[src/design/prba_pkg.sv]
// ----------------------------------------------------------------------------
// prba_pkg: shared types and constants for the range argument parser
// Holds the classified beat type, the parse phases and the radix codes.
// ----------------------------------------------------------------------------
package prba_pkg;

    typedef enum logic [6:0] {
        ST_SEEK      = 7'b0000001,
        ST_N1_START  = 7'b0000010,
        ST_N1_PREFIX = 7'b0000100,
        ST_N1_DIGITS = 7'b0001000,
        ST_N2_START  = 7'b0010000,
        ST_N2_PREFIX = 7'b0100000,
        ST_N2_DIGITS = 7'b1000000
    } t_phase;

    typedef enum logic [1:0] {
        RADIX_DEC = 2'd0,
        RADIX_OCT = 2'd1,
        RADIX_HEX = 2'd2
    } t_radix;

    typedef struct packed {
        logic       is_end;
        logic       is_comma;
        logic       is_dash;
        logic       is_x;
        logic       is_zero_char;
        logic       is_dec;
        logic       dig_ok;
        logic [5:0] digit;
    } t_beat;

    localparam int QUEUE_DEPTH = 2;

    localparam logic [7:0] CH_NUL   = 8'h00;
    localparam logic [7:0] CH_COMMA = 8'h2C;
    localparam logic [7:0] CH_DASH  = 8'h2D;
    localparam logic [7:0] CH_ZERO  = 8'h30;
    localparam logic [7:0] CH_NINE  = 8'h39;
    localparam logic [7:0] CH_UA    = 8'h41;
    localparam logic [7:0] CH_UZ    = 8'h5A;
    localparam logic [7:0] CH_UX    = 8'h58;
    localparam logic [7:0] CH_LA    = 8'h61;
    localparam logic [7:0] CH_LZ    = 8'h7A;
    localparam logic [7:0] CH_LX    = 8'h78;

endpackage

[src/design/parse_block_range_argument.sv]
// ----------------------------------------------------------------------------
// parse_block_range_argument: block range argument parser
// Parses ",<start>-<stop>" out of a byte stream, one result per zero byte.
// ----------------------------------------------------------------------------
// Input channel: i_valid / o_ready carry one byte of text per beat on
// i_char_code. A zero byte closes the argument.
// Output channel: o_valid / i_ready carry one result per closed argument:
// o_parse_failed, o_start_block and o_stop_block (numbers zero on failure).
// Numbers take C prefixes (0x hex, leading 0 octal, else decimal) and may
// not exceed 2^VALUE_WIDTH - 1.
// Throughput: one byte per cycle while the receiver keeps taking results, set
// by the single shift-add and limit compare done per beat in the back sequencer.
// With the queue empty, the zero byte's beat goes from the intake register
// through the queue into the result register, which then raises o_valid.
// Reset: synchronous, active low; clears the queue, the parse state and the
// result valid. No clearing pass is needed.
// Receiver stall: the result register holds and the back part keeps parsing
// until the next zero byte reaches it; that beat waits at the queue head, and
// once the two-entry queue and the intake register fill, o_ready drops.
// ----------------------------------------------------------------------------
module parse_block_range_argument #(
    parameter int VALUE_WIDTH = 64
) (
    input  logic                   i_clk,
    input  logic                   i_rst_n,
    input  logic                   i_valid,
    output logic                   o_ready,
    input  logic [7:0]             i_char_code,
    output logic                   o_valid,
    input  logic                   i_ready,
    output logic                   o_parse_failed,
    output logic [VALUE_WIDTH-1:0] o_start_block,
    output logic [VALUE_WIDTH-1:0] o_stop_block
);

    logic            push;
    logic            queue_ready;
    logic            head_valid;
    logic            pop;
    prba_pkg::t_beat front_beat;
    prba_pkg::t_beat head_beat;

    prba_front u_front (
        .i_clk         (i_clk),
        .i_rst_n       (i_rst_n),
        .i_valid       (i_valid),
        .o_ready       (o_ready),
        .i_char_code   (i_char_code),
        .o_push        (push),
        .o_beat        (front_beat),
        .i_queue_ready (queue_ready)
    );

    prba_queue u_queue (
        .i_clk   (i_clk),
        .i_rst_n (i_rst_n),
        .i_push  (push),
        .i_beat  (front_beat),
        .o_ready (queue_ready),
        .o_valid (head_valid),
        .o_beat  (head_beat),
        .i_pop   (pop)
    );

    prba_back #(
        .VALUE_WIDTH (VALUE_WIDTH)
    ) u_back (
        .i_clk          (i_clk),
        .i_rst_n        (i_rst_n),
        .i_beat_valid   (head_valid),
        .i_beat         (head_beat),
        .o_pop          (pop),
        .o_valid        (o_valid),
        .i_ready        (i_ready),
        .o_parse_failed (o_parse_failed),
        .o_start_block  (o_start_block),
        .o_stop_block   (o_stop_block)
    );

endmodule

[src/design/prba_front.sv]
// ----------------------------------------------------------------------------
// prba_front: byte intake and classification
// Registers each accepted byte as a classified beat and hands it to the queue.
// ----------------------------------------------------------------------------
module prba_front (
    input  logic             i_clk,
    input  logic             i_rst_n,
    input  logic             i_valid,
    output logic             o_ready,
    input  logic [7:0]       i_char_code,
    output logic             o_push,
    output prba_pkg::t_beat  o_beat,
    input  logic             i_queue_ready
);

    logic            r_valid;
    prba_pkg::t_beat r_beat;
    prba_pkg::t_beat n_beat;

    always_comb begin
        n_beat              = '0;
        n_beat.is_end       = (i_char_code == prba_pkg::CH_NUL);
        n_beat.is_comma     = (i_char_code == prba_pkg::CH_COMMA);
        n_beat.is_dash      = (i_char_code == prba_pkg::CH_DASH);
        n_beat.is_x         = (i_char_code == prba_pkg::CH_LX) ||
                              (i_char_code == prba_pkg::CH_UX);
        n_beat.is_zero_char = (i_char_code == prba_pkg::CH_ZERO);
        n_beat.is_dec       = (i_char_code >= prba_pkg::CH_ZERO) &&
                              (i_char_code <= prba_pkg::CH_NINE);
        if (n_beat.is_dec) begin
            n_beat.dig_ok = 1'b1;
            n_beat.digit  = 6'(i_char_code - prba_pkg::CH_ZERO);
        end else if (i_char_code >= prba_pkg::CH_UA && i_char_code <= prba_pkg::CH_UZ) begin
            n_beat.dig_ok = 1'b1;
            n_beat.digit  = 6'(i_char_code - prba_pkg::CH_UA) + 6'd10;
        end else if (i_char_code >= prba_pkg::CH_LA && i_char_code <= prba_pkg::CH_LZ) begin
            n_beat.dig_ok = 1'b1;
            n_beat.digit  = 6'(i_char_code - prba_pkg::CH_LA) + 6'd10;
        end
    end

    assign o_push  = r_valid && i_queue_ready;
    assign o_ready = !r_valid || i_queue_ready;
    assign o_beat  = r_beat;

    always_ff @(posedge i_clk) begin
        if (!i_rst_n) begin
            r_valid <= 1'b0;
        end else if (o_ready) begin
            r_valid <= i_valid;
        end
    end

    always_ff @(posedge i_clk) begin
        if (o_ready && i_valid) begin
            r_beat <= n_beat;
        end
    end

endmodule

[src/design/prba_queue.sv]
// ----------------------------------------------------------------------------
// prba_queue: short beat queue between the front and back parts
// First-in first-out store of classified beats; lets either side stall.
// ----------------------------------------------------------------------------
module prba_queue (
    input  logic             i_clk,
    input  logic             i_rst_n,
    input  logic             i_push,
    input  prba_pkg::t_beat  i_beat,
    output logic             o_ready,
    output logic             o_valid,
    output prba_pkg::t_beat  o_beat,
    input  logic             i_pop
);

    localparam int PTR_W = (prba_pkg::QUEUE_DEPTH > 1) ? $clog2(prba_pkg::QUEUE_DEPTH) : 1;
    localparam int CNT_W = $clog2(prba_pkg::QUEUE_DEPTH + 1);

    prba_pkg::t_beat  r_mem [prba_pkg::QUEUE_DEPTH];
    logic [PTR_W-1:0] r_wr_ptr;
    logic [PTR_W-1:0] r_rd_ptr;
    logic [CNT_W-1:0] r_count;
    logic             do_push;
    logic             do_pop;

    assign o_ready = (r_count != CNT_W'(prba_pkg::QUEUE_DEPTH));
    assign o_valid = (r_count != '0);
    assign o_beat  = r_mem[r_rd_ptr];
    assign do_push = i_push && o_ready;
    assign do_pop  = i_pop && o_valid;

    function automatic logic [PTR_W-1:0] wrap_inc(input logic [PTR_W-1:0] p);
        if (p == PTR_W'(prba_pkg::QUEUE_DEPTH - 1)) begin
            return '0;
        end
        return p + PTR_W'(1);
    endfunction

    always_ff @(posedge i_clk) begin
        if (!i_rst_n) begin
            r_wr_ptr <= '0;
            r_rd_ptr <= '0;
            r_count  <= '0;
        end else begin
            if (do_push) begin
                r_wr_ptr <= wrap_inc(r_wr_ptr);
            end
            if (do_pop) begin
                r_rd_ptr <= wrap_inc(r_rd_ptr);
            end
            if (do_push && !do_pop) begin
                r_count <= r_count + CNT_W'(1);
            end else if (do_pop && !do_push) begin
                r_count <= r_count - CNT_W'(1);
            end
        end
    end

    always_ff @(posedge i_clk) begin
        if (do_push) begin
            r_mem[r_wr_ptr] <= i_beat;
        end
    end

endmodule

[src/design/prba_back.sv]
// ----------------------------------------------------------------------------
// prba_back: parse sequencer and result register
// Walks the grammar one beat a cycle unless stalled and registers each result.
// ----------------------------------------------------------------------------
module prba_back #(
    parameter int VALUE_WIDTH = 64
) (
    input  logic                   i_clk,
    input  logic                   i_rst_n,
    input  logic                   i_beat_valid,
    input  prba_pkg::t_beat        i_beat,
    output logic                   o_pop,
    output logic                   o_valid,
    input  logic                   i_ready,
    output logic                   o_parse_failed,
    output logic [VALUE_WIDTH-1:0] o_start_block,
    output logic [VALUE_WIDTH-1:0] o_stop_block
);

    localparam logic [VALUE_WIDTH-1:0] LIM   = '1;
    localparam logic [VALUE_WIDTH-1:0] Q_DEC = LIM / 10;
    localparam logic [VALUE_WIDTH-1:0] Q_OCT = LIM / 8;
    localparam logic [VALUE_WIDTH-1:0] Q_HEX = LIM / 16;
    localparam logic [5:0]             R_DEC = 6'(LIM % 10);
    localparam logic [5:0]             R_OCT = 6'(LIM % 8);
    localparam logic [5:0]             R_HEX = 6'(LIM % 16);

    prba_pkg::t_phase       r_phase, n_phase;
    prba_pkg::t_radix       r_radix, n_radix, eff_radix;
    logic [VALUE_WIDTH-1:0] r_value, n_value;
    logic [VALUE_WIDTH-1:0] r_first, n_first;
    logic                   r_err, n_err;
    logic                   r_out_valid;

    logic                   fits;
    logic                   no_ovf;
    logic [VALUE_WIDTH-1:0] mac;
    logic [VALUE_WIDTH-1:0] dig_ext;
    logic                   dash_ok;
    logic                   take_result;
    logic                   ok;

    assign dig_ext = VALUE_WIDTH'(i_beat.digit);

    always_comb begin
        if (r_phase == prba_pkg::ST_N1_PREFIX || r_phase == prba_pkg::ST_N2_PREFIX) begin
            eff_radix = prba_pkg::RADIX_OCT;
        end else if (r_phase == prba_pkg::ST_N2_START) begin
            eff_radix = prba_pkg::RADIX_DEC;
        end else begin
            eff_radix = r_radix;
        end
    end

    always_comb begin
        case (eff_radix)
            prba_pkg::RADIX_OCT: begin
                fits   = i_beat.dig_ok && (i_beat.digit < 6'd8);
                no_ovf = (r_value < Q_OCT) || (r_value == Q_OCT && i_beat.digit <= R_OCT);
                mac    = (r_value << 3) | dig_ext;
            end
            prba_pkg::RADIX_HEX: begin
                fits   = i_beat.dig_ok && (i_beat.digit < 6'd16);
                no_ovf = (r_value < Q_HEX) || (r_value == Q_HEX && i_beat.digit <= R_HEX);
                mac    = (r_value << 4) | dig_ext;
            end
            default: begin
                fits   = i_beat.dig_ok && (i_beat.digit < 6'd10);
                no_ovf = (r_value < Q_DEC) || (r_value == Q_DEC && i_beat.digit <= R_DEC);
                mac    = (r_value << 3) + (r_value << 1) + dig_ext;
            end
        endcase
    end

    assign dash_ok = (r_phase == prba_pkg::ST_N1_DIGITS) || (r_phase == prba_pkg::ST_N1_PREFIX);
    assign o_pop   = i_beat_valid && (!i_beat.is_end || !r_out_valid || i_ready);
    assign take_result = o_pop && i_beat.is_end;
    assign ok = !r_err && (r_phase == prba_pkg::ST_N2_START ||
                           r_phase == prba_pkg::ST_N2_PREFIX ||
                           r_phase == prba_pkg::ST_N2_DIGITS);

    always_comb begin
        n_phase = r_phase;
        n_radix = r_radix;
        n_value = r_value;
        n_first = r_first;
        n_err   = r_err;
        if (i_beat.is_end) begin
            n_phase = prba_pkg::ST_SEEK;
            n_radix = prba_pkg::RADIX_DEC;
            n_value = '0;
            n_first = '0;
            n_err   = 1'b0;
        end else if (!r_err) begin
            unique case (r_phase)
                prba_pkg::ST_SEEK: begin
                    if (i_beat.is_comma) begin
                        n_phase = prba_pkg::ST_N1_START;
                    end
                end
                prba_pkg::ST_N1_START: begin
                    n_value = '0;
                    if (!i_beat.is_dec) begin
                        n_err = 1'b1;
                    end else if (i_beat.is_zero_char) begin
                        n_phase = prba_pkg::ST_N1_PREFIX;
                    end else begin
                        n_radix = prba_pkg::RADIX_DEC;
                        n_value = dig_ext;
                        n_phase = prba_pkg::ST_N1_DIGITS;
                    end
                end
                default: begin
                    if (r_phase == prba_pkg::ST_N2_START && i_beat.is_zero_char) begin
                        n_value = '0;
                        n_phase = prba_pkg::ST_N2_PREFIX;
                    end else if ((r_phase == prba_pkg::ST_N1_PREFIX ||
                                  r_phase == prba_pkg::ST_N2_PREFIX) && i_beat.is_x) begin
                        n_radix = prba_pkg::RADIX_HEX;
                        n_phase = (r_phase == prba_pkg::ST_N1_PREFIX) ?
                                  prba_pkg::ST_N1_DIGITS : prba_pkg::ST_N2_DIGITS;
                    end else begin
                        n_radix = eff_radix;
                        n_phase = (r_phase == prba_pkg::ST_N1_PREFIX ||
                                   r_phase == prba_pkg::ST_N1_DIGITS) ?
                                  prba_pkg::ST_N1_DIGITS : prba_pkg::ST_N2_DIGITS;
                        if (fits) begin
                            if (no_ovf) begin
                                n_value = mac;
                            end else begin
                                n_err = 1'b1;
                            end
                        end else if (dash_ok && i_beat.is_dash) begin
                            n_first = r_value;
                            n_value = '0;
                            n_radix = prba_pkg::RADIX_DEC;
                            n_phase = prba_pkg::ST_N2_START;
                        end else begin
                            n_err = 1'b1;
                        end
                    end
                end
            endcase
        end
    end

    always_ff @(posedge i_clk) begin
        if (!i_rst_n) begin
            r_phase     <= prba_pkg::ST_SEEK;
            r_radix     <= prba_pkg::RADIX_DEC;
            r_value     <= '0;
            r_first     <= '0;
            r_err       <= 1'b0;
            r_out_valid <= 1'b0;
        end else begin
            if (o_pop) begin
                r_phase <= n_phase;
                r_radix <= n_radix;
                r_value <= n_value;
                r_first <= n_first;
                r_err   <= n_err;
            end
            if (take_result) begin
                r_out_valid <= 1'b1;
            end else if (i_ready) begin
                r_out_valid <= 1'b0;
            end
        end
    end

    always_ff @(posedge i_clk) begin
        if (take_result) begin
            o_parse_failed <= !ok;
            o_start_block  <= ok ? r_first : '0;
            o_stop_block   <= ok ? r_value : '0;
        end
    end

    assign o_valid = r_out_valid;

endmodule

[config.mk]
export PLATFORM = sky130hd
export DESIGN_NAME = parse_block_range_argument
export DESIGN_NICKNAME = d
export VERILOG_FILES = /design/src/design/prba_pkg.sv /design/src/design/parse_block_range_argument.sv /design/src/design/prba_front.sv /design/src/design/prba_queue.sv /design/src/design/prba_back.sv
export SDC_FILE = /design/constraint.sdc
export NUM_CORES = 1
export LEC_CHECK = 0
export BUFFER_PORTS_ARGS = -buffer_cell sky130_fd_sc_hd__buf_4
export CORE_MARGIN = 1
export CORE_UTILIZATION = 37
export CTS_BUF_LIST = sky130_fd_sc_hd__clkbuf_8
export DETAILED_ROUTE_END_ITERATION = 8
export GPL_TIMING_DRIVEN = 0
export SETUP_SLACK_MARGIN = 0.5
export SLEW_MARGIN = 20
export SYNTH_ARGS = -nofsm -noshare
export SYNTH_HDL_FRONTEND = slang
export SYNTH_SLANG_ARGS = --single-unit
[constraint.sdc]
create_clock -name i_clk -period 5.5 [get_ports i_clk]
set_input_delay 0.275 -clock i_clk [delete_from_list [all_inputs] [get_ports i_clk]]
set_output_delay 0.275 -clock i_clk [all_outputs]
set_load 0.01 [all_outputs]
---- Word level (Yosys, flattened, before mapping) ----
Memories as Yosys holds them, arrays and structs flattened. A register that Yosys moved wholly into a read port is not among the register bits.
Cells that the tools add are included.
storage, ports and cells
  output and inout bits ................... 131
  memories kept ........................... 1
  input port bits ......................... 12
  memory bits (writable) .................. 26
  bits in registers ....................... 286
memory list
  name           depth  bits a word  read ports  clocked after Yosys merged registers in  write ports  RTL line          RTL
  u_queue.r_mem  2      13           1           1                                        1            prba_queue.sv:19  prba_pkg::t_beat r_mem [prba_pkg::QUEUE_DEPTH];
cells by class
  bitwise logic cells ..................... 2
  eq/ne operators ......................... 30
  magnitude comparators ................... 15
  reduce and logical (&&, ||, !) cells .... 51
  add/sub/neg operators ................... 11
  mux-type cells .......................... 73
operators with widths
  cell                                                                                  count
  64-bit 2-to-1 mux                                                                     15
  64-bit case mux with 2 select lines                                                   2
  64-bit by 61-bit == test with 1-bit output (second input constant)                    2
  64-bit by 61-bit < comparator with 1-bit output (second input constant)               2
  64-bit by 6-bit OR with 64-bit output                                                 2
  7-bit 2-to-1 mux                                                                      11
  64-bit by 6-bit adder with 64-bit output                                              1
  64-bit adder                                                                          1
  64-bit by 60-bit == test with 1-bit output (second input constant)                    1
  64-bit by 60-bit < comparator with 1-bit output (second input constant)               1
  8-bit by 6-bit == test with 1-bit output (second input constant)                      3
  1-bit 2-to-1 mux                                                                      24
  2-bit 2-to-1 mux                                                                      12
  1-bit logical AND                                                                     21
  6-bit 2-to-1 mux                                                                      3
  8-bit by 7-bit == test with 1-bit output (second input constant)                      2
  8-bit by 7-bit greater-or-equal comparator with 1-bit output (second input constant)  2
  8-bit by 7-bit <= comparator with 1-bit output (second input constant)                2
  7-bit case mux with 2 select lines                                                    1
  6-bit by 4-bit adder with 6-bit output (second input constant)                        2
  6-bit by 3-bit <= comparator with 1-bit output (second input constant)                2
  6-bit by 4-bit < comparator with 1-bit output (second input constant)                 2
  2-bit by 1-bit != test with 1-bit output (second input constant)                      6
  6-bit AND reduction                                                                   2
  34 further kinds                                                                      60

---- Longest topological paths before layout ----
  word-level depth ........................ 12
  depth in mapped cells ................... 18

---- Hierarchy ----
From an unflattened synthesis, not the netlist that was laid out.
unflattened totals
  cell total of the unflattened synthesis .. 1911
  area total of the unflattened synthesis .. 18411.4 um2
modules (own cells, without submodules)
  module      cells each  area each (um2)  times used
  prba_back   1757        16313.1          1
  prba_queue  65          1166.1           1
  prba_front  89          932.1            1

---- Least setup slack after synthesis ----
No wires, ideal clock.
  path kind ............................... reg-to-reg
  start point ............................. register with a tool-made name
  end point ............................... register u_back.r_first[10]
  arrival time ............................ 5188 ps
  required time ........................... 5382 ps
  setup time .............................. 118 ps
  slack ................................... 194 ps
  stages on the path, launching flop included .. 11
  clock period less this slack ............ 5306 ps
  path through ............................ dfxtp_1 > buf_2 > buf_2 > mux2_2 > a21oi_1 > nand2_1 > inv_1 > nor2_1 > clkbuf_1 > a22oi_1 > nor2b_1
RTL lines
  what                  RTL line          RTL
  end signal, assigned  prba_back.sv:160  r_first <= n_first;
  end, declared         prba_back.sv:31   logic [VALUE_WIDTH-1:0] r_first, n_first;

==> results.md <==
Outcome:
- The flow ran to the end, and the final reports show no timing, DRC or antenna violations.

Synth:
- Yosys attributes the largest share of cell area to sky130_fd_sc_hd__edfxtp_1 28%, sky130_fd_sc_hd__dfxtp_1 16%, sky130_fd_sc_hd__ha_1 9.4%, sky130_fd_sc_hd__and2_1 5.1%, sky130_fd_sc_hd__a21oi_1 3.2%.
- Counting every net in the synthesized netlist gives just over 2000.
- For this run, the register share of the synthesized area comes to 0.437.
- In this run, synthesis produced a sequential element count of 313.
- Of the post-synthesis cell area, the dominant cell type holds 0.277.
- In the synthesized netlist the dominant register cell turns out to be sky130_fd_sc_hd__edfxtp_1.
- sky130_fd_sc_hd__edfxtp_1 takes more of the synthesized area than any other cell.
- The number of flops mapped to enable cells by yosys is about 170.
- The async set or reset register ratio after synthesis is 0.
- The synthesized area per cell is around 9.8 sq um.
- Synthesis instantiated 77 different standard cells from the library.
- The gate count of the mapped netlist is 1860.
- The cell area after synthesis is 18200 sq um.
- During synthesis, Yosys emitted a total of 0 warnings.

Floorplanning:
- Row generation in the floorplan step produced 80 rows.
- The chip width is roughly 220 microns.
- The number of placed I/O pins is 143.
- The starting density of the core is 0.378.
- In this run the standard cell core region covers about 48000 sq um.
- The die covers 50100 sq um.
- The height of the chip is 224 microns.

Layout:
- The multi-input combinational cells in the finished layout cover a total of 9710 sq um.
- In the final layout, flip-flops and latches occupy 7950 sq um.
- The share of post-route cells with drive strength above 1 is 0.134.
- The count of placed standard cells in the final layout, fillers left out is roughly 2800.
- The layout has ~4600 filler cells.
- The final layout contains 2225 nets.
- The growth of design area from synthesis to finish is 18.4%.

STA:
- The number of max-slew violations in the final report is 0.
- The clock skew after layout is 0.0221 ns.
- The final hold violation count was 0.
- The worst-margin pin slew is 1.07 ns.
- The accumulated negative setup slack is 0 ns.
- The relative slew slack is 0.288.
- Once routing completed, OpenROAD measured the worst setup slack at 0.753 ns.
- Setup repair after global routing could not meet its margin everywhere.
- The share of the cycle needed by the critical path after routing is 0.863.
- The total setup violations reported at the end of the flow is 0.
- The maximum frequency from static timing analysis is 211 MHz.
- The clock period minus worst slack is between 4 and 5 ns.

Clock tree:
- TritonCTS built the clock tree.
- The later-pin clock latency in the skew report is 0.65 ns.
- The count of clock tree sinks is approximately 310.
- The cell at the root of the clock tree is sky130_fd_sc_hd__clkbuf_8.
- No sink is reached through more buffers than the 3 on the longest clock path.
- The level count of the clock H-tree is 2.
- Clock-pin slew was measured on the worst setup and hold paths at 0.06 ns.
- In this run, CTS created clock tree buffers numbering 54.

Detailed routing:
- The length of the first detailed-routing pass in iterations is 5.
- The initial detailed-routing violation count is 1126.
- Dividing the detail-routed via count by the number of cells gives 5.53.
- The routed layout has between 15000 and 20000 vias.
- The routed wire length is 54.6 mm.
- In the routed design, unresolved DRC markers number 0.
- The routed wire length per instance is 19.7 microns.
- The detail route stage leaves a number of antenna-violating nets equal to 0.

Worst setup path:
- The worst register-to-register path ends at u_back.r_value[60].
- The critical path required time is 6.05 ns.
- Of all nets on the critical path, the largest fanout is 10.
- The startpoint class of the critical path is a flop.
- Data on the critical path arrives at its endpoint at 5.30 ns.
- The path type of the worst setup path is flop to flop.
- In this run the register-to-register setup slack is between 0.7 and 0.8 ns.
- The worst setup path is captured at a flop.
- For the worst flop-to-flop path, the logic depth is 16.

Placed design:
- Before CTS, the worst setup slack after placement is 0.151 ns.
- The total placed cells including tap cells is 2664.
- During placement, the flow inserted port buffers numbering 140.
- Once detailed placement completed, the half-perimeter wirelength came to a little over 40 mm.
- At the end of routability-driven placement, the weighted congestion stood at 0.906.

Global routing:
- After global routing the overflow that remains totals 0.
- The number of global-route vias before repair is 15040.
- The wire length of the first global-routing pass is 85.2 mm.
- Entering global routing, the biggest net connects 39 pins.
- The number of antenna violations at the first check in global routing is 1.
- Across every metal layer, demand over resource in global routing totals 0.217.

Worst hold path:
- Along the worst hold path, the cell count comes to 4.
- The hold path startpoint is i_ready.
- For hold timing, the worst endpoint is u_back.o_valid.
- In this run the worst hold path is classified as primary input to flop.

Pwr:
- Across the VDD grid, the largest voltage drop is 0.000250 V.
- The power density over cell area is slightly above 300 nW/um^2.
- Summed over all cells, the static leakage comes to 0.00862 uW.

Run:
- The count of max-cap constraint violations is 0.
-- metal layers --
layer  up-vias  track usage  share of wire
met5         -            0              0
met4         0       0.0703          0.027
met3       110       0.0468          0.068
met2       489        0.364           0.47
met1      7386        0.275           0.43
li1       7366            -              -
-- synth_stat cells, types with 19 or more instances --
| master | number |
|---|---|
| sky130_fd_sc_hd__edfxtp_1 | 168 |
| sky130_fd_sc_hd__and2_1 | 147 |
| sky130_fd_sc_hd__dfxtp_1 | 145 |
| sky130_fd_sc_hd__ha_1 | 136 |
| sky130_fd_sc_hd__nand2_1 | 135 |
| sky130_fd_sc_hd__a21oi_1 | 117 |
| sky130_fd_sc_hd__clkbuf_1 | 106 |
| sky130_fd_sc_hd__nor2_1 | 104 |
| sky130_fd_sc_hd__nor2b_1 | 90 |
| sky130_fd_sc_hd__a22oi_1 | 78 |
| sky130_fd_sc_hd__o21ai_0 | 73 |
| sky130_fd_sc_hd__inv_1 | 38 |
| sky130_fd_sc_hd__nand4_1 | 38 |
| sky130_fd_sc_hd__xnor2_1 | 36 |
| sky130_fd_sc_hd__a21o_1 | 34 |
| sky130_fd_sc_hd__a221o_1 | 30 |
| sky130_fd_sc_hd__a221oi_1 | 29 |
| sky130_fd_sc_hd__nor3_1 | 29 |
| sky130_fd_sc_hd__nand3_1 | 26 |
| sky130_fd_sc_hd__a32o_1 | 25 |
| sky130_fd_sc_hd__xor2_1 | 25 |
| sky130_fd_sc_hd__buf_2 | 19 |
-- cell usage in the layout (no fill, tap or decap), types with 11 or more instances in the layout --
master and instances:
sky130_fd_sc_hd__o211ai_1 11, sky130_fd_sc_hd__dfxtp_1 145, sky130_fd_sc_hd__a221oi_1 29, sky130_fd_sc_hd__edfxtp_1 168, sky130_fd_sc_hd__clkbuf_8 63, sky130_fd_sc_hd__xor2_1 25
sky130_fd_sc_hd__a21o_1 34, sky130_fd_sc_hd__nor2b_1 90, sky130_fd_sc_hd__buf_4 145, sky130_fd_sc_hd__a221o_1 30, sky130_fd_sc_hd__a21boi_0 16, sky130_fd_sc_hd__mux2i_1 12
sky130_fd_sc_hd__a32o_1 25, sky130_fd_sc_hd__nand4_1 38, sky130_fd_sc_hd__a21oi_1 117, sky130_fd_sc_hd__nor2_1 101, sky130_fd_sc_hd__ha_1 136, sky130_fd_sc_hd__nor3_1 29
sky130_fd_sc_hd__xnor2_1 36, sky130_fd_sc_hd__and2_1 147, sky130_fd_sc_hd__o21ai_0 73, sky130_fd_sc_hd__o21bai_1 17, sky130_fd_sc_hd__nand2b_1 17, sky130_fd_sc_hd__a22oi_1 78
sky130_fd_sc_hd__inv_1 52, sky130_fd_sc_hd__o21a_1 15, sky130_fd_sc_hd__nand2_1 135, sky130_fd_sc_hd__clkbuf_1 104, sky130_fd_sc_hd__a2111oi_0 12, sky130_fd_sc_hd__nand3_1 26
sky130_fd_sc_hd__buf_2 20, sky130_fd_sc_hd__nor4_1 16
-- where the power goes --
| group | leakage [uW] | internal, uW | total (uW) | switching [uW] |
|---|---|---|---|---|
| sequential | 0.00277 | 2810 | 2940 | 125 |
| combinational | 0.00521 | 542 | 1370 | 830 |
| clock | 0.000635 | 1270 | 2250 | 978 |
| total | 0.00862 | 4630 | 6560 | 1930 |
-- worst max path at each step --
stage,from,cells past startpoint,end
global route,u_back.r_phase[6],16,u_back.r_first[55]
detailed placement,flop,16,u_back.r_value[61]
CTS,flop,16,u_back.r_value[54]
floorplan,flop,9,u_back.r_first[20]
finish,flop,16,u_back.r_value[60]
global placement,flop,9,u_back.r_first[63]
-- final cells by class --
cell class,count,share of cell area
flip-flops and latches,313,0.369
clock inverters,36,0.0130
diodes,2,0.000232
multi-input cells,1379,0.451
repair buffers,157,0.0576
well taps,656,0.0381
plain buffers,130,0.0245
clock buffers,63,0.0402
inverters,38,0.00680
-- registers in the layout (all words and copies together) (netlist names), 7 cells and up, named ones only --
| name | count |
|---|---|
| u_back.r_value | 64 |
| u_back.o_stop_block | 64 |
| u_back.r_phase | 7 |
| u_queue.r_mem | 26 |
| u_back.o_start_block | 64 |
| u_front.o_beat | 13 |
| u_back.r_first | 64 |
-- worst max-delay path, cell delays in order, from the launching register on --
cell	delay (ns)
sky130_fd_sc_hd__dfxtp_1	0.31
sky130_fd_sc_hd__clkbuf_4	0.21
sky130_fd_sc_hd__buf_6	0.19
sky130_fd_sc_hd__mux2_2	0.41
sky130_fd_sc_hd__fa_1	0.45
sky130_fd_sc_hd__ha_1	0.38
sky130_fd_sc_hd__a211oi_1	0.11
sky130_fd_sc_hd__nor2_2	0.23
sky130_fd_sc_hd__o211ai_1	0.16
sky130_fd_sc_hd__a21bo_2	0.27
sky130_fd_sc_hd__a2111oi_4	0.41
sky130_fd_sc_hd__o21ai_0	0.21
sky130_fd_sc_hd__a211o_1	0.40
sky130_fd_sc_hd__a311oi_4	0.31
sky130_fd_sc_hd__o21ai_0	0.19
sky130_fd_sc_hd__xor2_1	0.19
sky130_fd_sc_hd__o21ai_0	0.19
-- timing repair --
action	in CTS	in global routing
hold buffers	5	0
pin swaps	1	1
setup endpoints to repair	28	76
buffers inserted	1	3
resized for setup	8	14
endpoints found under the hold margin	4	0
-- metrics by stage --
stage	utilization	hold slack, ns	cell area (sq um)	power (uW)
global route	0.447	0.0742	21500	6860
floorplan	-	0.414	18200	3680
CTS	0.445	0.0284	21400	6620
detailed placement	0.420	0.431	20200	4340
finish	0.447	0.0618	21500	6560
global placement	0.417	0.424	20100	4300
-- cells by family (layout without fill, tap and decap cells) --
kind of cell,Yosys count,count (layout),synth area share
AOI/OAI and AO/OA,523,523,0.205
other,0,2,0
muxes,19,19,0.0108
xor gates and xnor gates,61,61,0.0294
adders and majority gates,140,140,0.0979
DFF,313,313,0.437
and+or+nand+nor,636,636,0.184
buffers and inverters,168,424,0.0362
Power figures use the tool's default switching activity.
